==> src/design/kesenc_pkg.sv <==
// Shared types, constants and the key classification function of the escape sequence encoder.
package kesenc_pkg;

  // Longest sequence in bytes, and the default depth of the queue between front and back.
  localparam int MaxSeqLen   = 7;
  localparam int QueueDepth  = 2;

  // Configuration register indexes.
  localparam logic [0:0] CFG_CURSOR_MODE = 1'd0;
  localparam logic [0:0] CFG_KEYPAD_MODE = 1'd1;

  // Modifier bits.
  localparam int ModShift = 0;
  localparam int ModAlt   = 1;
  localparam int ModCtrl  = 2;

  // Byte values.
  localparam logic [7:0] CH_ESC   = 8'h1B;
  localparam logic [7:0] CH_CR    = 8'h0D;
  localparam logic [7:0] CH_LF    = 8'h0A;
  localparam logic [7:0] CH_TAB   = 8'h09;
  localparam logic [7:0] CH_NUL   = 8'h00;
  localparam logic [7:0] CH_BS    = 8'h08;
  localparam logic [7:0] CH_DEL   = 8'h7F;
  localparam logic [7:0] CH_ONE   = 8'h31;
  localparam logic [7:0] CH_SEMI  = 8'h3B;
  localparam logic [7:0] CH_TILDE = 8'h7E;

  // Key codes.
  localparam logic [7:0] KEY_BACK       = 8'd4;
  localparam logic [7:0] KEY_UP         = 8'd19;
  localparam logic [7:0] KEY_DOWN       = 8'd20;
  localparam logic [7:0] KEY_LEFT       = 8'd21;
  localparam logic [7:0] KEY_RIGHT      = 8'd22;
  localparam logic [7:0] KEY_CENTER     = 8'd23;
  localparam logic [7:0] KEY_TAB        = 8'd61;
  localparam logic [7:0] KEY_SPACE      = 8'd62;
  localparam logic [7:0] KEY_ENTER      = 8'd66;
  localparam logic [7:0] KEY_DEL        = 8'd67;
  localparam logic [7:0] KEY_PAGE_UP    = 8'd92;
  localparam logic [7:0] KEY_PAGE_DOWN  = 8'd93;
  localparam logic [7:0] KEY_ESCAPE     = 8'd111;
  localparam logic [7:0] KEY_FWD_DEL    = 8'd112;
  localparam logic [7:0] KEY_SYSRQ      = 8'd120;
  localparam logic [7:0] KEY_BREAK      = 8'd121;
  localparam logic [7:0] KEY_HOME       = 8'd122;
  localparam logic [7:0] KEY_END        = 8'd123;
  localparam logic [7:0] KEY_INSERT     = 8'd124;
  localparam logic [7:0] KEY_F1         = 8'd131;
  localparam logic [7:0] KEY_F2         = 8'd132;
  localparam logic [7:0] KEY_F3         = 8'd133;
  localparam logic [7:0] KEY_F4         = 8'd134;
  localparam logic [7:0] KEY_F5         = 8'd135;
  localparam logic [7:0] KEY_F6         = 8'd136;
  localparam logic [7:0] KEY_F7         = 8'd137;
  localparam logic [7:0] KEY_F8         = 8'd138;
  localparam logic [7:0] KEY_F9         = 8'd139;
  localparam logic [7:0] KEY_F10        = 8'd140;
  localparam logic [7:0] KEY_F11        = 8'd141;
  localparam logic [7:0] KEY_F12        = 8'd142;
  localparam logic [7:0] KEY_NUM_LOCK   = 8'd143;
  localparam logic [7:0] KEY_NUMPAD_0   = 8'd144;
  localparam logic [7:0] KEY_NUMPAD_1   = 8'd145;
  localparam logic [7:0] KEY_NUMPAD_2   = 8'd146;
  localparam logic [7:0] KEY_NUMPAD_3   = 8'd147;
  localparam logic [7:0] KEY_NUMPAD_4   = 8'd148;
  localparam logic [7:0] KEY_NUMPAD_5   = 8'd149;
  localparam logic [7:0] KEY_NUMPAD_6   = 8'd150;
  localparam logic [7:0] KEY_NUMPAD_7   = 8'd151;
  localparam logic [7:0] KEY_NUMPAD_8   = 8'd152;
  localparam logic [7:0] KEY_NUMPAD_9   = 8'd153;
  localparam logic [7:0] KEY_NUMPAD_DIV = 8'd154;
  localparam logic [7:0] KEY_NUMPAD_MUL = 8'd155;
  localparam logic [7:0] KEY_NUMPAD_SUB = 8'd156;
  localparam logic [7:0] KEY_NUMPAD_ADD = 8'd157;
  localparam logic [7:0] KEY_NUMPAD_DOT = 8'd158;
  localparam logic [7:0] KEY_NUMPAD_CMA = 8'd159;
  localparam logic [7:0] KEY_NUMPAD_ENT = 8'd160;
  localparam logic [7:0] KEY_NUMPAD_EQ  = 8'd161;

  // One encoded sequence: byte 0 goes out first.
  typedef struct packed {
    logic [MaxSeqLen-1:0][7:0] b;
    logic [2:0]                len;
  } seq_t;

  // A sequence request moving between the parts of the block.
  typedef struct packed {
    logic valid;
    seq_t seq;
  } seq_req_t;

  localparam seq_t SEQ_EMPTY = '{b: '0, len: 3'd0};

  // Append one byte when room is left.
  function automatic seq_t put(seq_t s, logic [7:0] c);
    seq_t r;
    r = s;
    if (s.len < 3'(MaxSeqLen)) begin
      r.b[s.len] = c;
      r.len      = s.len + 3'd1;
    end
    return r;
  endfunction

  // Prefix of up to four bytes (first byte in the top bits), optional ";N", final byte.
  function automatic seq_t with_mod(logic [31:0] pre, logic [2:0] plen, logic [2:0] mods,
                                    logic [7:0] fin);
    seq_t r;
    r = SEQ_EMPTY;
    for (int i = 0; i < 4; i++) begin
      if (3'(i) < plen) r = put(r, pre[31-8*i -: 8]);
    end
    if (mods != 3'd0) begin
      r = put(r, CH_SEMI);
      r = put(r, CH_ONE + {5'd0, mods});
    end
    r = put(r, fin);
    return r;
  endfunction

  // Cursor-style key: modified form always uses the CSI 1 prefix.
  function automatic seq_t cursor_key(logic [2:0] mods, logic app, logic [7:0] fin);
    seq_t r;
    if (mods != 3'd0) r = with_mod({CH_ESC, "[1", 8'h00}, 3'd3, mods, fin);
    else r = with_mod({CH_ESC, (app ? "O" : "["), 16'h0000}, 3'd2, 3'd0, fin);
    return r;
  endfunction

  // Keypad key: SS3 sequence in application keypad mode, plain character otherwise.
  function automatic seq_t keypad_key(logic [2:0] mods, logic kapp, logic [7:0] app_ch,
                                      logic [7:0] plain);
    seq_t r;
    if (kapp) r = with_mod({CH_ESC, "O", 16'h0000}, 3'd2, mods, app_ch);
    else r = put(SEQ_EMPTY, plain);
    return r;
  endfunction

  // Tilde-terminated key with a two-digit or one-digit parameter.
  function automatic seq_t tilde2(logic [15:0] num, logic [2:0] mods);
    return with_mod({CH_ESC, "[", num}, 3'd4, mods, CH_TILDE);
  endfunction

  function automatic seq_t tilde1(logic [7:0] num, logic [2:0] mods);
    return with_mod({CH_ESC, "[", num, 8'h00}, 3'd3, mods, CH_TILDE);
  endfunction

  // Full classification of one key event.
  function automatic seq_t encode(logic [7:0] key, logic [2:0] mods, logic nl, logic capp,
                                  logic kapp);
    seq_t r;
    r = SEQ_EMPTY;
    case (key) inside
      KEY_CENTER:    r = put(SEQ_EMPTY, CH_CR);
      KEY_UP:        r = cursor_key(mods, capp, "A");
      KEY_DOWN:      r = cursor_key(mods, capp, "B");
      KEY_RIGHT:     r = cursor_key(mods, capp, "C");
      KEY_LEFT:      r = cursor_key(mods, capp, "D");
      KEY_HOME:      r = cursor_key(mods, capp, "H");
      KEY_END:       r = cursor_key(mods, capp, "F");
      KEY_F1:        r = cursor_key(mods, 1'b1, "P");
      KEY_F2:        r = cursor_key(mods, 1'b1, "Q");
      KEY_F3:        r = cursor_key(mods, 1'b1, "R");
      KEY_F4:        r = cursor_key(mods, 1'b1, "S");
      KEY_F5:        r = tilde2("15", mods);
      KEY_F6:        r = tilde2("17", mods);
      KEY_F7:        r = tilde2("18", mods);
      KEY_F8:        r = tilde2("19", mods);
      KEY_F9:        r = tilde2("20", mods);
      KEY_F10:       r = tilde2("21", mods);
      KEY_F11:       r = tilde2("23", mods);
      KEY_F12:       r = tilde2("24", mods);
      KEY_SYSRQ:     r = tilde2("32", 3'd0);
      KEY_BREAK:     r = tilde2("34", 3'd0);
      KEY_ESCAPE, KEY_BACK: r = put(SEQ_EMPTY, CH_ESC);
      KEY_INSERT:    r = tilde1("2", mods);
      KEY_FWD_DEL:   r = tilde1("3", mods);
      KEY_PAGE_UP:   r = tilde1("5", mods);
      KEY_PAGE_DOWN: r = tilde1("6", mods);
      KEY_DEL: begin
        if (mods[ModAlt]) r = put(r, CH_ESC);
        r = put(r, mods[ModCtrl] ? CH_BS : CH_DEL);
      end
      KEY_NUM_LOCK: begin
        if (kapp) r = with_mod({CH_ESC, "O", 16'h0000}, 3'd2, 3'd0, "P");
      end
      KEY_SPACE: begin
        if (mods[ModCtrl]) r = put(SEQ_EMPTY, CH_NUL);
      end
      KEY_TAB: begin
        // Back-tab sends the full CSI Z sequence.
        if (mods[ModShift]) r = with_mod({CH_ESC, "[", 16'h0000}, 3'd2, 3'd0, "Z");
        else r = put(SEQ_EMPTY, CH_TAB);
      end
      KEY_ENTER: begin
        if (mods[ModAlt]) r = put(r, CH_ESC);
        r = put(r, CH_CR);
      end
      KEY_NUMPAD_ENT: r = keypad_key(mods, kapp, "M", CH_LF);
      KEY_NUMPAD_MUL: r = keypad_key(mods, kapp, "j", "*");
      KEY_NUMPAD_ADD: r = keypad_key(mods, kapp, "k", "+");
      KEY_NUMPAD_CMA: r = put(SEQ_EMPTY, ",");
      KEY_NUMPAD_DOT: begin
        if (nl) begin
          if (kapp) r = with_mod({CH_ESC, "O", 16'h0000}, 3'd2, 3'd0, "n");
          else r = put(SEQ_EMPTY, ".");
        end else begin
          r = tilde1("3", mods);
        end
      end
      KEY_NUMPAD_SUB: r = keypad_key(mods, kapp, "m", "-");
      KEY_NUMPAD_DIV: r = keypad_key(mods, kapp, "o", "/");
      KEY_NUMPAD_0: r = nl ? keypad_key(mods, kapp, "p", "0") : tilde1("2", mods);
      KEY_NUMPAD_1: r = nl ? keypad_key(mods, kapp, "q", "1") : cursor_key(mods, capp, "F");
      KEY_NUMPAD_2: r = nl ? keypad_key(mods, kapp, "r", "2") : cursor_key(mods, capp, "B");
      KEY_NUMPAD_3: r = nl ? keypad_key(mods, kapp, "s", "3") : tilde1("6", 3'd0);
      KEY_NUMPAD_4: r = nl ? keypad_key(mods, kapp, "t", "4") : cursor_key(mods, capp, "D");
      KEY_NUMPAD_5: r = keypad_key(mods, kapp, "u", "5");
      KEY_NUMPAD_6: r = nl ? keypad_key(mods, kapp, "v", "6") : cursor_key(mods, capp, "C");
      KEY_NUMPAD_7: r = nl ? keypad_key(mods, kapp, "w", "7") : cursor_key(mods, capp, "H");
      KEY_NUMPAD_8: r = nl ? keypad_key(mods, kapp, "x", "8") : cursor_key(mods, capp, "A");
      KEY_NUMPAD_9: r = nl ? keypad_key(mods, kapp, "y", "9") : tilde1("5", 3'd0);
      KEY_NUMPAD_EQ: r = keypad_key(mods, kapp, "X", "=");
      default: r = SEQ_EMPTY;
    endcase
    return r;
  endfunction

endpackage

==> src/design/kesenc_if.sv <==
// Handshake interfaces for the key event channel and the byte channel.
interface kesenc_in_if;
  logic       valid;
  logic       ready;
  logic [7:0] key_id;
  logic [2:0] modifiers;
  logic       num_lock;

  modport source (output valid, key_id, modifiers, num_lock, input ready);
  modport sink   (input valid, key_id, modifiers, num_lock, output ready);
endinterface

interface kesenc_out_if;
  logic       valid;
  logic       ready;
  logic [7:0] out_byte;
  logic       last;

  modport source (output valid, out_byte, last, input ready);
  modport sink   (input valid, out_byte, last, output ready);
endinterface

==> src/design/kesenc_front.sv <==
// Front part: accepts key events, classifies them and registers the encoded sequence.
module kesenc_front (
  input  logic                clk,
  input  logic                rst_n,
  kesenc_in_if.sink           in_ch,
  input  logic                cursor_ss3,
  input  logic                keypad_ss3,
  output kesenc_pkg::seq_req_t req_o,
  input  logic                req_ready
);

  logic              valid_r, valid_nxt;
  kesenc_pkg::seq_t  seq_r, seq_nxt, enc;
  logic              accept;

  // The stage takes a new request whenever it is empty or its request moves on.
  assign in_ch.ready = !valid_r || req_ready;
  assign accept      = in_ch.valid && in_ch.ready;

  // Classify the key event against the current modes.
  always_comb begin
    enc = kesenc_pkg::encode(in_ch.key_id, in_ch.modifiers, in_ch.num_lock,
                             cursor_ss3, keypad_ss3);
  end

  // Keys that map to nothing never enter the queue.
  always_comb begin
    valid_nxt = valid_r;
    seq_nxt   = seq_r;
    if (accept) begin
      valid_nxt = (enc.len != 3'd0);
      seq_nxt   = enc;
    end else if (req_ready) begin
      valid_nxt = 1'b0;
    end
  end

  always_ff @(posedge clk) begin
    if (!rst_n) begin
      valid_r <= 1'b0;
    end else begin
      valid_r <= valid_nxt;
    end
  end

  always_ff @(posedge clk) begin
    seq_r <= seq_nxt;
  end

  assign req_o.valid = valid_r;
  assign req_o.seq   = seq_r;

endmodule

==> src/design/kesenc_queue.sv <==
// Short queue of encoded sequences between the front and the back part.
module kesenc_queue #(
  parameter int DEPTH = kesenc_pkg::QueueDepth
) (
  input  logic                 clk,
  input  logic                 rst_n,
  input  kesenc_pkg::seq_req_t push_i,
  output logic                 push_ready,
  output kesenc_pkg::seq_req_t head_o,
  input  logic                 pop
);

  localparam int PtrW = (DEPTH > 1) ? $clog2(DEPTH) : 1;
  localparam int CntW = $clog2(DEPTH + 1);

  kesenc_pkg::seq_t  mem_r [DEPTH];
  logic [PtrW-1:0]   wr_ptr_r, wr_ptr_nxt, rd_ptr_r, rd_ptr_nxt;
  logic [CntW-1:0]   count_r, count_nxt;
  logic              do_push, do_pop;

  assign push_ready = (count_r != CntW'(DEPTH));
  assign do_push    = push_i.valid && push_ready;
  assign do_pop     = pop && (count_r != '0);

  // Pointer and fill count update, with wrap at the last entry.
  always_comb begin
    wr_ptr_nxt = wr_ptr_r;
    rd_ptr_nxt = rd_ptr_r;
    count_nxt  = count_r;
    if (do_push) begin
      wr_ptr_nxt = (wr_ptr_r == PtrW'(DEPTH - 1)) ? '0 : wr_ptr_r + PtrW'(1);
    end
    if (do_pop) begin
      rd_ptr_nxt = (rd_ptr_r == PtrW'(DEPTH - 1)) ? '0 : rd_ptr_r + PtrW'(1);
    end
    if (do_push && !do_pop) count_nxt = count_r + CntW'(1);
    else if (do_pop && !do_push) count_nxt = count_r - CntW'(1);
  end

  always_ff @(posedge clk) begin
    if (!rst_n) begin
      wr_ptr_r <= '0;
      rd_ptr_r <= '0;
      count_r  <= '0;
    end else begin
      wr_ptr_r <= wr_ptr_nxt;
      rd_ptr_r <= rd_ptr_nxt;
      count_r  <= count_nxt;
    end
  end

  // Entry storage.
  always_ff @(posedge clk) begin
    if (do_push) mem_r[wr_ptr_r] <= push_i.seq;
  end

  assign head_o.valid = (count_r != '0);
  assign head_o.seq   = mem_r[rd_ptr_r];

endmodule

==> src/design/kesenc_back.sv <==
// Back part: sends a queued sequence one byte per cycle through an output register, holding while the sink stalls.
module kesenc_back (
  input  logic                 clk,
  input  logic                 rst_n,
  input  kesenc_pkg::seq_req_t head_i,
  output logic                 pop,
  kesenc_out_if.source         out_ch
);

  localparam int SeqW = kesenc_pkg::MaxSeqLen * 8;

  logic [SeqW-1:0] rest_r, rest_nxt;
  logic [2:0]      left_r, left_nxt;
  logic            ov_r, ov_nxt;
  logic [7:0]      byte_r, byte_nxt;
  logic            last_r, last_nxt;
  logic            advance;

  // The output register may take a new byte when empty or when its byte is taken.
  assign advance = !ov_r || out_ch.ready;
  assign pop     = advance && (left_r == 3'd0) && head_i.valid;

  always_comb begin
    rest_nxt = rest_r;
    left_nxt = left_r;
    ov_nxt   = ov_r;
    byte_nxt = byte_r;
    last_nxt = last_r;
    if (advance) begin
      if (left_r != 3'd0) begin
        // Continue the sequence in progress.
        ov_nxt   = 1'b1;
        byte_nxt = rest_r[7:0];
        last_nxt = (left_r == 3'd1);
        rest_nxt = rest_r >> 8;
        left_nxt = left_r - 3'd1;
      end else if (head_i.valid) begin
        // Start the next queued sequence with its first byte.
        ov_nxt   = 1'b1;
        byte_nxt = head_i.seq.b[0];
        last_nxt = (head_i.seq.len == 3'd1);
        rest_nxt = head_i.seq.b >> 8;
        left_nxt = head_i.seq.len - 3'd1;
      end else begin
        ov_nxt = 1'b0;
      end
    end
  end

  always_ff @(posedge clk) begin
    if (!rst_n) begin
      ov_r   <= 1'b0;
      left_r <= 3'd0;
    end else begin
      ov_r   <= ov_nxt;
      left_r <= left_nxt;
    end
  end

  always_ff @(posedge clk) begin
    rest_r <= rest_nxt;
    byte_r <= byte_nxt;
    last_r <= last_nxt;
  end

  assign out_ch.valid    = ov_r;
  assign out_ch.out_byte = byte_r;
  assign out_ch.last     = last_r;

endmodule

==> src/design/key_to_escape_sequence_encoder_core.sv <==
// Top level of the key event to terminal escape sequence encoder.
//
//   Port group | Direction | Carries
//   in_ch      | sink      | key_id, modifiers, num_lock
//   out_ch     | source    | out_byte, last
//   cfg_*      | write     | cursor and keypad mode bits
//
// A key event is classified and registered in the front stage, and its one to seven bytes leave
// one per cycle while the byte sink takes them; the output byte register sets that pace.
// A key that maps to nothing is accepted by the front stage and sends nothing.
// Reset is synchronous and clears both mode bits and all valid state.
// The queue lets the front accept events while the back is stalled by the byte sink.
module key_to_escape_sequence_encoder_core #(
  parameter int QUEUE_DEPTH = kesenc_pkg::QueueDepth
) (
  input  logic         clk,
  input  logic         rst_n,
  kesenc_in_if.sink    in_ch,
  kesenc_out_if.source out_ch,
  input  logic         cfg_we,
  input  logic [0:0]   cfg_idx,
  input  logic [0:0]   cfg_wdata
);

  logic                 cursor_ss3_r, keypad_ss3_r;
  kesenc_pkg::seq_req_t front_req, head;
  logic                 front_ready, pop;

  // Mode registers.
  always_ff @(posedge clk) begin
    if (!rst_n) begin
      cursor_ss3_r <= 1'b0;
      keypad_ss3_r <= 1'b0;
    end else if (cfg_we) begin
      if (cfg_idx == kesenc_pkg::CFG_CURSOR_MODE) cursor_ss3_r <= cfg_wdata[0];
      if (cfg_idx == kesenc_pkg::CFG_KEYPAD_MODE) keypad_ss3_r <= cfg_wdata[0];
    end
  end

  kesenc_front u_front (
    .clk        (clk),
    .rst_n      (rst_n),
    .in_ch      (in_ch),
    .cursor_ss3 (cursor_ss3_r),
    .keypad_ss3 (keypad_ss3_r),
    .req_o      (front_req),
    .req_ready  (front_ready)
  );

  kesenc_queue #(
    .DEPTH (QUEUE_DEPTH)
  ) u_queue (
    .clk        (clk),
    .rst_n      (rst_n),
    .push_i     (front_req),
    .push_ready (front_ready),
    .head_o     (head),
    .pop        (pop)
  );

  kesenc_back u_back (
    .clk    (clk),
    .rst_n  (rst_n),
    .head_i (head),
    .pop    (pop),
    .out_ch (out_ch)
  );

  // The back part only pops a queue that holds a sequence.
  a_pop_nonempty: assert property (@(posedge clk) disable iff (!rst_n)
    pop |-> head.valid)
    else $error("queue popped while empty");

  // Every queued sequence carries at least one byte.
  a_queued_len: assert property (@(posedge clk) disable iff (!rst_n)
    head.valid |-> (head.seq.len != 3'd0))
    else $error("empty sequence in queue");

  // Nothing is offered on the byte channel right after reset.
  a_reset_quiet: assert property (@(posedge clk)
    !rst_n |=> !out_ch.valid)
    else $error("byte offered after reset");

endmodule
==> src/flat_wrapper.sv <==
// flat-port wrapper written by rule: the top's interface ports become plain ports
module key_to_escape_sequence_encoder_core_flat 
#(
  parameter int QUEUE_DEPTH = kesenc_pkg::QueueDepth
)
  (clk, rst_n, cfg_we, cfg_idx, cfg_wdata, in_ch_valid, in_ch_key_id, in_ch_modifiers, in_ch_num_lock, in_ch_ready, out_ch_valid, out_ch_out_byte, out_ch_last, out_ch_ready);
  kesenc_in_if in_ch_i ();
  kesenc_out_if out_ch_i ();
  input  logic clk;
  input  logic rst_n;
  input  logic cfg_we;
  input  logic [0:0] cfg_idx;
  input  logic [0:0] cfg_wdata;
  input wire logic [$bits(in_ch_i.valid)-1:0] in_ch_valid;
  input wire logic [$bits(in_ch_i.key_id)-1:0] in_ch_key_id;
  input wire logic [$bits(in_ch_i.modifiers)-1:0] in_ch_modifiers;
  input wire logic [$bits(in_ch_i.num_lock)-1:0] in_ch_num_lock;
  output wire logic [$bits(in_ch_i.ready)-1:0] in_ch_ready;
  output wire logic [$bits(out_ch_i.valid)-1:0] out_ch_valid;
  output wire logic [$bits(out_ch_i.out_byte)-1:0] out_ch_out_byte;
  output wire logic [$bits(out_ch_i.last)-1:0] out_ch_last;
  input wire logic [$bits(out_ch_i.ready)-1:0] out_ch_ready;
  assign in_ch_i.valid = in_ch_valid;
  assign in_ch_i.key_id = in_ch_key_id;
  assign in_ch_i.modifiers = in_ch_modifiers;
  assign in_ch_i.num_lock = in_ch_num_lock;
  assign in_ch_ready = in_ch_i.ready;
  assign out_ch_valid = out_ch_i.valid;
  assign out_ch_out_byte = out_ch_i.out_byte;
  assign out_ch_last = out_ch_i.last;
  assign out_ch_i.ready = out_ch_ready;
  key_to_escape_sequence_encoder_core #(.QUEUE_DEPTH(QUEUE_DEPTH)) u_core (.clk(clk), .rst_n(rst_n), .in_ch(in_ch_i), .out_ch(out_ch_i), .cfg_we(cfg_we), .cfg_idx(cfg_idx), .cfg_wdata(cfg_wdata));
endmodule
==> config.mk <==
export PLATFORM = sky130hd
export DESIGN_NAME = key_to_escape_sequence_encoder_core_flat
export DESIGN_NICKNAME = d
export VERILOG_FILES = /design/src/design/kesenc_pkg.sv /design/src/design/kesenc_if.sv /design/src/design/kesenc_front.sv /design/src/design/kesenc_queue.sv /design/src/design/kesenc_back.sv /design/src/design/key_to_escape_sequence_encoder_core.sv /design/src/flat_wrapper.sv
export SDC_FILE = /design/constraint.sdc
export NUM_CORES = 1
export LEC_CHECK = 0
export CELL_PAD_IN_SITES_DETAIL_PLACEMENT = 0
export CELL_PAD_IN_SITES_GLOBAL_PLACEMENT = 1
export CORE_UTILIZATION = 51
export DETAILED_ROUTE_END_ITERATION = 8
export DONT_BUFFER_PORTS = 1
export PLACE_DENSITY = 0.77
export SLEW_MARGIN = 10
export SYNTH_ARGS = -nofsm -noshare
export SYNTH_HDL_FRONTEND = slang
export SYNTH_SLANG_ARGS = --single-unit
==> constraint.sdc <==
create_clock -name clk -period 4.2 [get_ports clk]
set_input_delay 0.84 -clock clk [delete_from_list [all_inputs] [get_ports clk]]
set_output_delay 0.84 -clock clk [all_outputs]
set_load 0.1 [all_outputs]
Yosys cells after proc, flatten, opt, wreduce, memory -nomap -nowiden
Memories as Yosys holds them, arrays and structs flattened. A register that Yosys moved wholly into a read port is not among the register bits.
Index checks and enable logic that the tools add are counted.
{"block": "totals", "rom_bits": 0, "inputBits": 19, "latch_bits": 0, "elab_cells": 9707, "n_memories": 1, "ff_bits": 127, "ram_bits": 118}
{"block": "op_classes", "eq_ne": 53, "n_reduce_logical": 281, "n_mux": 7729, "n_mul": 0, "shift": 0, "n_lt_le_gt_ge": 768, "n_div": 0, "addsub": 263, "bitwise_logic": 592}
{"memory": "u_core.u_queue.mem_r", "words": 2, "word_bits": 59, "read_ports": 1, "rd_clocked_by_memory_dff": 1, "write_ports": 1, "line": "kesenc_queue.sv:16", "rtl": "kesenc_pkg::seq_t mem_r [DEPTH];"}
{"op": "two-way mux 59 bit", "n": 7130}
{"op": "demux 8 bit (select 3 bit)", "n": 256}
{"op": "bitwise OR 35 bit", "n": 103}
{"op": "bitwise mux 56 bit", "n": 59}
{"op": "bitwise AND 21 bit", "n": 103}
{"op": "inverter 21 bit", "n": 103}
{"op": "two-way mux 8 bit", "n": 259}
{"op": "bitwise AND 35 bit", "n": 44}
{"op": "inverter 35 bit", "n": 44}
{"op": "less-than comparator 3 x 4 -> 1 bit (second input constant)", "n": 256}
{"op": "bitwise OR 21 bit", "n": 44}
{"op": "bitwise AND 42 bit", "n": 19}
{"op": "inverter 42 bit", "n": 19}
{"op": "adder 3 x 1 -> 3 bit (second input constant)", "n": 256}
{"op": ">= comparator 3 x 1 -> 1 bit (second input constant)", "n": 256}
{"op": "less-than comparator 3 bit (second input constant)", "n": 256}
{"op": "bitwise OR 42 bit", "n": 16}
{"op": "bitwise AND 28 bit", "n": 15}
{"op": "inverter 28 bit", "n": 15}
{"op": "bitwise OR 28 bit", "n": 15}
{"op": "bitwise OR 14 bit", "n": 19}
{"op": "logical AND 1 bit", "n": 263}
{"op": "== test 8 bit (second input constant)", "n": 31}
{"op": "bitwise AND 14 bit", "n": 16}
{"op": "28 further kinds", "n": 89}

Logic depth before layout (Yosys ltp)
Gate-level depths: netlist of run 1.
{"block": "depth", "ltp_word": 326, "ltp_mapped": 12}

Cells and area by module
A second synthesis of run 1 with hierarchy kept.
{"block": "unflattened", "hier_cells": 1355, "area_unflattened_um2": 13658.1}
{"mod": "kesenc_front", "area_per_inst_um2": 6321.1, "cells_each": 876, "n_inst": 1}
{"mod": "kesenc_queue", "area_per_inst_um2": 4535.6, "cells_each": 208, "n_inst": 1}
{"mod": "kesenc_back", "area_per_inst_um2": 2710.1, "cells_each": 262, "n_inst": 1}
{"mod": "key_to_escape_sequence_encoder_core", "area_per_inst_um2": 91.3, "cells_each": 9, "n_inst": 1}

Worst setup path after synthesis of run 1
OpenSTA, ideal clock, no wires.
{"block": "synth_path", "path_kind": "flip-flop to flip-flop", "start": "register u_core.u_back.ov_r (netlist: u_core.u_back.out_ch.valid)", "end": "register u_core.u_back.left_r[1]", "required_ns": 4.142, "setup_ns": 0.058, "stages_incl_launch_ff": 5, "n_path_buf": 0, "setup_slack_ns": 0.334, "arrival_ns": 3.808, "period_less_slack_ns": 3.866, "path_cell_list": "dfxtp_1 > nor2b_1 > a21oi_1 > and3_1 > o21a_1"}
{"block": "synth_between", "elab_chain_len": 3}
{"element": "from (decl)", "line": "kesenc_back.sv:14", "rtl": "logic ov_r, ov_nxt;"}
{"element": "from (signal assigned)", "line": "kesenc_back.sv:55", "rtl": "ov_r <= ov_nxt;"}
{"element": "logical NOT 1 bit"}
{"element": "logical OR 1 bit"}
{"element": "AND reduction 2 bit (no source line)"}
{"element": "to (signal assigned)", "line": "kesenc_back.sv:56", "rtl": "left_r <= left_nxt;"}
{"element": "to (decl)", "line": "kesenc_back.sv:13", "rtl": "logic [2:0] left_r, left_nxt;"}
Every way passes these cells.
A chain may end at the register's enable or synchronous reset.

Worst setup path after layout of run 1
{"block": "layout_path", "start": "input port in_ch_modifiers[1]", "end": "register u_core.u_front.seq_r, in the netlist u_core.u_front.req_o[20], data pin"}
{"block": "layout_between", "elab_chain_len": 108, "word_cells_on_any_way": 1886, "cone_classes": "add/sub: 1; order compare: 96; mux: 1699; bitwise: 57; reduce/logical: 33"}
{"element": "from (decl)", "line": "flat_wrapper.sv:16", "rtl": "input wire logic [$bits(in_ch_i.modifiers)-1:0] in_ch_modifiers;"}
{"element": "nonzero test 3 bit"}
{"element": "two-way mux 59 bit (51 in a row)"}
{"element": "less-than comparator 3 x 4 -> 1 bit or >= comparator 3 x 1 -> 1 bit (tied branches)"}
{"element": "logical AND 1 bit"}
{"element": "two-way mux 8 bit"}
{"element": "demux 8 bit (select 3 bit)"}
{"element": "inverter 35 bit (no source line)"}
{"element": "bitwise AND 35 bit (no source line)"}
{"element": "two-way mux 59 bit (49 in a row)"}
{"element": "two-way mux 59 bit *"}
{"element": "to (signal assigned)", "line": "kesenc_front.sv:47", "rtl": "seq_r <= seq_nxt;"}
{"element": "to (decl)", "line": "kesenc_front.sv:13", "rtl": "kesenc_pkg::seq_t seq_r, seq_nxt, enc;"}
Every way passes the cells marked *; elsewhere a longest branch is shown, timed or not. The select of a mux whose other input is x is not followed.

==> results of run 1 <==
per-stage QoR:
step,cell area (µm²),hold WS [ns],worst slack [ns],util (%)
global placement,11800,0.423,0.594,54.2
CTS,12400,0.448,1.11,56.9
detailed placement,11800,0.432,0.664,54.2
global route,12400,0.455,0.778,56.9
floorplan,11300,0.421,0.334,-
finish,12400,0.450,0.863,56.9
kinds of logic after synthesis:
group | count (synthesis) | share of synthesized area (%)
AOI/OAI and AO/OA | 381 | 21.7
xor gates and xnor gates | 11 | 0.854
adders and majority gates | 8 | 0.888
buffers and inverters | 109 | 4.39
DFF | 188 | 49.0
muxes | 47 | 4.18
other | 1 | 0.0333
and+or+nand+nor | 414 | 18.9
cells in the final DEF (no fill, tap or decap), types with 6 or more instances in the layout:
cell / count
inv_1: 17
xnor2_1: 8
clkbuf_16: 17
ha_1: 8
or3_1: 13
nand4_1: 14
mux2i_1: 46
o21ai_0: 115
o211ai_1: 16
o21a_1: 10
nand2_1: 120
a21o_1: 7
a21oi_1: 88
o31ai_1: 8
dfxtp_1: 11
o221ai_1: 13
a211oi_1: 12
o22ai_1: 14
and3_1: 11
nor4_1: 11
edfxtp_1: 176
nor2_1: 83
a22oi_1: 7
buf_4: 69
nand2b_1: 19
nor2b_1: 15
and2_1: 7
or4_1: 8
nand3_1: 39
a21boi_0: 7
o21ai_1: 6
nor3_1: 23
nand3b_1: 7
a31oi_1: 16
per-layer routing:
metal | vias to the layer above | part of all wire (%)
li1 | 4436 | -
met1 | 4829 | 36
met2 | 784 | 44
met3 | 259 | 10
met4 | 4 | 9.2
met5 | - | 0.057
cell usage after synthesis (all sizes together) (4+ instances only):
| cell type | count |
|---|---|
| nor3 | 24 |
| nor4 | 11 |
| xnor2 | 8 |
| a221oi | 4 |
| or3 | 14 |
| a21oi | 89 |
| or4 | 8 |
| nand2 | 120 |
| nor2 | 85 |
| ha | 8 |
| nand3 | 39 |
| a211oi | 12 |
| a22oi | 7 |
| nand4 | 14 |
| a21o | 7 |
| o21ai | 121 |
| dfxtp | 12 |
| o311ai | 5 |
| nand2b | 20 |
| mux2i | 46 |
| o221ai | 13 |
| and2 | 9 |
| nand3b | 7 |
| nand4b | 4 |
| and3 | 12 |
| o32ai | 4 |
| edfxtp | 176 |
| o22ai | 14 |
| clkbuf | 51 |
| o2111ai | 5 |
| a31oi | 16 |
| o211ai | 17 |
| or4b | 5 |
| a32oi | 4 |
| buf | 41 |
| a2111oi | 7 |
| o31ai | 8 |
| o21a | 10 |
| inv | 17 |
| nor3b | 4 |
| nor2b | 16 |
| a21boi | 9 |
| or2 | 8 |
power groups by stage:
| stage | registers [mW] | logic (mW) | clock network [mW] |
|---|---|---|---|
| 2_1_floorplan | 3.08 | 1.07 | 0 |
| 5_1_grt | 3.11 | 1.59 | 1.65 |
| 4_1_cts | 3.07 | 1.48 | 1.57 |
| 3_3_place_gp | 3.09 | 1.39 | 0 |
| 3_5_place_dp | 3.11 | 1.45 | 0 |
| 6_report | 3.07 | 1.47 | 1.57 |
state kept, by name, summed over array words and instances, names as in the netlist, named ones only:
register,flops
u_core.u_queue.mem_r,88
u_core.u_front.req_o,44
u_core.u_back.rest_r,36
u_core.u_back.out_ch.out_byte,7
u_core.u_back.left_r,3
u_core.u_queue.count_r,2
u_core.cursor_ss3_r,1
u_core.keypad_ss3_r,1
u_core.u_back.out_ch.last,1
u_core.u_back.out_ch.valid,1
u_core.u_front.valid_r,1
u_core.u_queue.rd_ptr_r,1
u_core.u_queue.wr_ptr_r,1
area by class of cell:
| class | count | area (µm²) | share of cell area, % |
|---|---|---|---|
| Inverter | 17 | 63.8 | 0.516 |
| Timing Repair Buffer | 70 | 538 | 4.35 |
| Tap cell | 280 | 350 | 2.83 |
| Sequential cell | 188 | 5530 | 44.6 |
| Clock inverter | 15 | 171 | 1.38 |
| Clock buffer | 17 | 425 | 3.44 |
| Multi-Input combinational cell | 862 | 5300 | 42.8 |
worst paths after layout:
path / startpoint / end
max: in_ch_modifiers[1] / u_core.u_front.req_o[20]
min: u_core.u_front.req_o[9] / u_core.u_queue.mem_r[1][9]
max reg2reg: u_core.keypad_ss3_r / u_core.u_front.req_o[11]
min reg2reg: u_core.u_front.req_o[9] / u_core.u_queue.mem_r[1][9]
worst register-to-register path, stage by stage, from the launching register on:
cell and delay (ns):
dfxtp_1 0.44, buf_4 0.29, nand2b_1 0.39, o21ai_0 0.37, a22o_1 0.20, a32oi_1 0.11
o21bai_1 0.25, or4b_1 0.46, or3_1 0.33
==> flow_summary_export.csv, run 1 <==
group,metric,value,unit
detailed_routing,drt_pass1_iterations,8,
hold_path,hp-class,"flop to flop",
global_route,grt_usage,40.8,%
logic_synthesis,async_flop_share,0,%
floorplan,die-area,22700,µm²
floorplan,design.core.area,21800,µm²
power,total_power,6.10,mW
worst_setup_path,rrSetupSlack,1.09,ns
worst_setup_path,timing.critical_path.max_delay_family,"compound AO/OA/AOI/OAI gates",
timing,max_freq,0.300,GHz
clock_network,cts_setup_buffers,0,
logic_synthesis,synth.area.top_cells,"edfxtp_1, o21ai_0, mux2i_1",
timing,rsz0062_at_grt,"false",
worst_setup_path,r2r_cells,8,
floorplan,row_count,54,
logic_synthesis,syn_area_per_cell,9.73,µm²
logic_synthesis,synth-seq-cells,188,
logic_synthesis,yosysTopAreaCellShare,46.9,%
floorplan,initial_core_util,51.8,%
clock_network,cts.sinks,188,
detailed_routing,wire_per_inst,31.3,µm
hold_path,holdPathStages,0,
detailed_routing,drc,0,
global_route,grtUsageMet3,9.76,%
global_route,gr-total-overflow,0,
finish,layout.cells.non_filler,1449,
global_route,grt_pass1_wl,64900,µm
global_route,gr-usage-met1,48.6,%
power,p_switching,2.22,mW
finish,fin_nets,1183,
global_route,grtUsageMet2,63.1,%
global_route,antenna_found_initial,2,
logic_synthesis,syn_nets,1186,
detailed_routing,ant_nets,0,
clock_network,clk_latency,0.43,ns
timing,hold_violations,0,
worst_setup_path,critPathSlowestCell,"a31oi_1",
power,leakagePower,4.30,nW
global_route,grt_max_degree,66,
logic_synthesis,synth_edf_count,176,
worst_setup_path,worst-setup-path-type,"input port to flop",
detailed_routing,dr_total_vias,10312,
clock_network,ctsHoldBuffers,0,
global_route,top_usage_layer,"met2",
clock_network,clockBufferDepth,2,
floorplan,io_pins,30,
timing,final.period_utilization,79.4,%
floorplan,die_x,151,µm
detailed_routing,drt_iter0_drc,1445,
logic_synthesis,ys_seq_area_share,49.0,%
power,p_int,3.88,mW
worst_setup_path,crit_required,4.37,ns
placed_design,gp_congestion,1.11,
timing,maxSlewViolCount,0,
placed_design,hpwl,32900,µm
clock_network,cts_htree_levels,4,
finish,drive_gt1_share,11.0,%
flow_run,max_cap_viol_count,0,
clock_network,root_buffer,"clkbuf_16",
clock_network,ctsResizeCount,0,
logic_synthesis,ys.flop_type,"edfxtp_1",
worst_setup_path,cp-start-kind,"input port",
power,powerDensity,493,nW/µm²
floorplan,die_y,151,µm
finish,nFillCells,1867,
power,ir_worst_vdd,0.000405,V
worst_setup_path,end_kind,"flop",
placed_design,numPortBuffers,0,
logic_synthesis,yosys.area.top_type,"edfxtp_1",
clock_network,cts_tree,"built",
detailed_routing,drt_wl_total,45300,µm
logic_synthesis,synth-warning-count,0,
worst_setup_path,slowest_delay,0.50,ns
clock_network,clk_pin_slew,0.08,ns
clock_network,cts_made_buffers,17,
power,clockPowerShare,25.7,%
power,switching_share,36.4,%
detailed_routing,via_per_inst,7.12,
timing,worst_slew_pin_slew,1.18,ns
finish,antenna_cells,0,
power,power.share.combinational,24.1,%
timing,tns,0,ns
run_status,outcome,"finished clean",
timing,slew-limit-headroom,21.1,%
timing,finClkSkew,0.0130,ns
placed_design,dpl.cell_count,1417,
power,pwr-share-seq,50.2,%
global_route,grt_pass1_vias,9735,
worst_setup_path,crit_chain,"inv_1, ha_1, nand2b_1, buf_4, a31oi_1, o22ai_1, and3_1, a311o_1, a21boi_1, o21ai_1",
worst_setup_path,path_max_fanout,17,
timing,setup_viol,0,
worst_setup_path,arrival,3.50,ns
worst_setup_path,worst-path-stages,10,
logic_synthesis,mappedNetlistArea,11300,µm²
finish,area_delta_synth_final,9.78,%
logic_synthesis,synth_cells,1159,
worst_setup_path,cp.buffers_inverters,2,
logic_synthesis,synth.distinct_cells,91,
timing,period_minus_slack,3.34,ns
Note: power is estimated with default switching activity, not from simulation.
==> run 2: changes to the inputs <==
--- a/config.mk
+++ b/config.mk
@@ -7,10 +7,10 @@
 export LEC_CHECK = 0
 export CELL_PAD_IN_SITES_DETAIL_PLACEMENT = 0
 export CELL_PAD_IN_SITES_GLOBAL_PLACEMENT = 1
-export CORE_UTILIZATION = 51
+export CORE_UTILIZATION = 46
 export DETAILED_ROUTE_END_ITERATION = 8
 export DONT_BUFFER_PORTS = 1
-export PLACE_DENSITY = 0.77
+export PLACE_DENSITY = 0.74
 export SLEW_MARGIN = 10
 export SYNTH_ARGS = -nofsm -noshare
 export SYNTH_HDL_FRONTEND = slang
==> constraint.sdc (replaced) <==
create_clock -name clk -period 2.85 [get_ports clk]
set_input_delay 0.57 -clock clk [delete_from_list [all_inputs] [get_ports clk]]
set_output_delay 0.57 -clock clk [all_outputs]
set_load 0.1 [all_outputs]
==> flow_summary_export.csv, run 2 (same netlist as run 1, synthesis figures left out) <==
group,metric,value,unit
timing,finalWorstSetupSlack,-0.0313,ns
power,ir_worst_vdd,0.00101,V
timing,rsz0062_at_grt,"false",
global_route,grt_pass1_wl,71900,µm
global_route,grt_max_degree,66,
clock_network,clockBufferDepth,2,
detailed_routing,via_per_inst,6.74,
finish,final_cell_mix,"buf_4, edfxtp_1, nand2_1",
floorplan,die_y,159,µm
detailed_routing,drt_pass1_iterations,6,
placed_design,gp_congestion,1.06,
clock_network,cts.sinks,188,
placed_design,place_ws,-0.260,ns
finish,area_delta_synth_final,22.6,%
worst_setup_path,arrival,3.04,ns
global_route,grt_pass1_vias,10701,
timing,setup_viol,1,
detailed_routing,wire_per_inst,30.4,µm
power,leakagePower,5.14,nW
floorplan,row_count,56,
detailed_routing,ant_nets,0,
placed_design,dpl.cell_count,1625,
clock_network,clk_latency,0.43,ns
timing,hold_violations,0,
timing,final.period_utilization,101,%
finish,multiInputGateArea,5320,µm²
worst_setup_path,end_kind,"flop",
run_status,failed_checks,"negative setup slack",
clock_network,cts_made_buffers,17,
floorplan,initial_core_util,47.5,%
timing,maxSlewViolCount,0,
detailed_routing,drc,0,
placed_design,numPortBuffers,0,
timing,period_minus_slack,2.88,ns
global_route,grt_usage,41.2,%
floorplan,io_pins,30,
clock_network,ctsHoldBuffers,0,
clock_network,clk_pin_slew,0.08,ns
worst_setup_path,cp-start-kind,"flop",
timing,finClkSkew,0.0165,ns
detailed_routing,drt_iter0_drc,1439,
finish,largest_reg_flops,88,
clock_network,cts_htree_levels,4,
worst_setup_path,worst-setup-path-type,"flop to flop",
run_status,outcome,"complete, but fails checks",
timing,worst_slew_pin_slew,1.01,ns
worst_setup_path,path_max_fanout,12,
finish,layout.cells.non_filler,1660,
finish,regArea,5530,µm²
finish,nFillCells,2046,
floorplan,design.core.area,23800,µm²
global_route,gr-total-overflow,0,
finish,drive_gt1_share,22.6,%
finish,fin_nets,1353,
floorplan,die_x,159,µm
detailed_routing,drt_wl_total,50500,µm
timing,max_freq,0.347,GHz
placed_design,hpwl,38300,µm
floorplan,die-area,25100,µm²
power,powerDensity,670,nW/µm²
detailed_routing,dr_total_vias,11192,
hold_path,hp-class,"input port to flop",
timing,slew-limit-headroom,32.9,%
worst_setup_path,crit_required,3.01,ns
clock_network,root_buffer,"clkbuf_16",
clock_network,cts_tree,"built",
finish,regMostFlops,"u_core.u_queue.mem_r",
flow_run,max_cap_viol_count,0,
finish,final_common_cell,"buf_4",
global_route,antenna_found_initial,2,
## run 2: cell count changes in the layout (fill, tap and decap cells not counted), sizes merged
cell / before / now
buf: 70 / 240
bufinv: 0 / 1
clkbuf: 17 / 18
clkinv: 8 / 4
clkinvlp: 0 / 2
diode: 0 / 2
## run 2: critical path, stage by stage (launching register included)
cell and delay [ns]:
dfxtp_1 0.68, nand2_1 0.35, nor2_2 0.43, a21oi_1 0.20, o21ai_0 0.39, a31oi_1 0.15, nor4_1 0.40
## run 2: metal layers
metal  up-vias  share of wire (%)  routed length [µm]  track usage [%]
met5         -              0.026                  13                0
met4         2                8.9                4510             32.7
met3       259                9.3                4700             10.4
met2       802                 46               23200             66.5
met1      5339                 36               18100             46.4
li1       4790                  -                   -                -
## run 2: final timing paths
path / startpoint / slack [ns] / to / cells after the start
hold / removal: rst_n / 0.26 / u_core.u_queue.wr_ptr_r / 1
hold reg to reg: u_core.u_front.req_o[23] / 0.45 / u_core.u_queue.mem_r[1][23] / 0
setup reg to reg: u_core.keypad_ss3_r / -0.03 / u_core.u_front.req_o[41] / 6
setup / recovery: u_core.keypad_ss3_r / -0.03 / u_core.u_front.req_o[41] / 6
## run 2: per-stage QoR
| step | area, µm² | setup TNS [ns] | hold WS [ns] | power [mW] | util [%] |
|---|---|---|---|---|---|
| finish | 13800 | -0.0313 | 0.257 | 9.26 | 58.2 |
| global route | 13800 | 0 | 0.250 | 9.64 | 58.2 |
| global placement | 13200 | -1.37 | 0.423 | 6.79 | 55.6 |
| CTS | 13800 | 0 | 0.239 | 9.26 | 58.1 |
| detailed placement | 13200 | -1.31 | 0.429 | 6.92 | 55.6 |
| floorplan | 11300 | 0 | 0.421 | 6.09 | - |
## run 2: final cells by class
class                   instances  share of cell area, %
clock inverters                14                   1.26
clock buffers                  18                   3.10
well taps                     319                   2.89
repair buffers                240                   13.8
diodes                          2                 0.0362
multi-input cells             862                   38.4
flip-flops and latches        188                   40.0
inverters                      17                  0.461
## run 2: report_power, final
part,leakage [nW],internal [mW],total [mW],switching (mW)
sequential,1.79,3.83,4.51,0.676
combinational,3.07,0.833,2.37,1.54
clock,0.288,1.26,2.38,1.12
## run 2: timing repair
action | 4_1_cts | 5_1_grt
setup buffers | 0 | 1
gates resized for setup | 0 | 5
endpoints found under the setup margin | 0 | 6
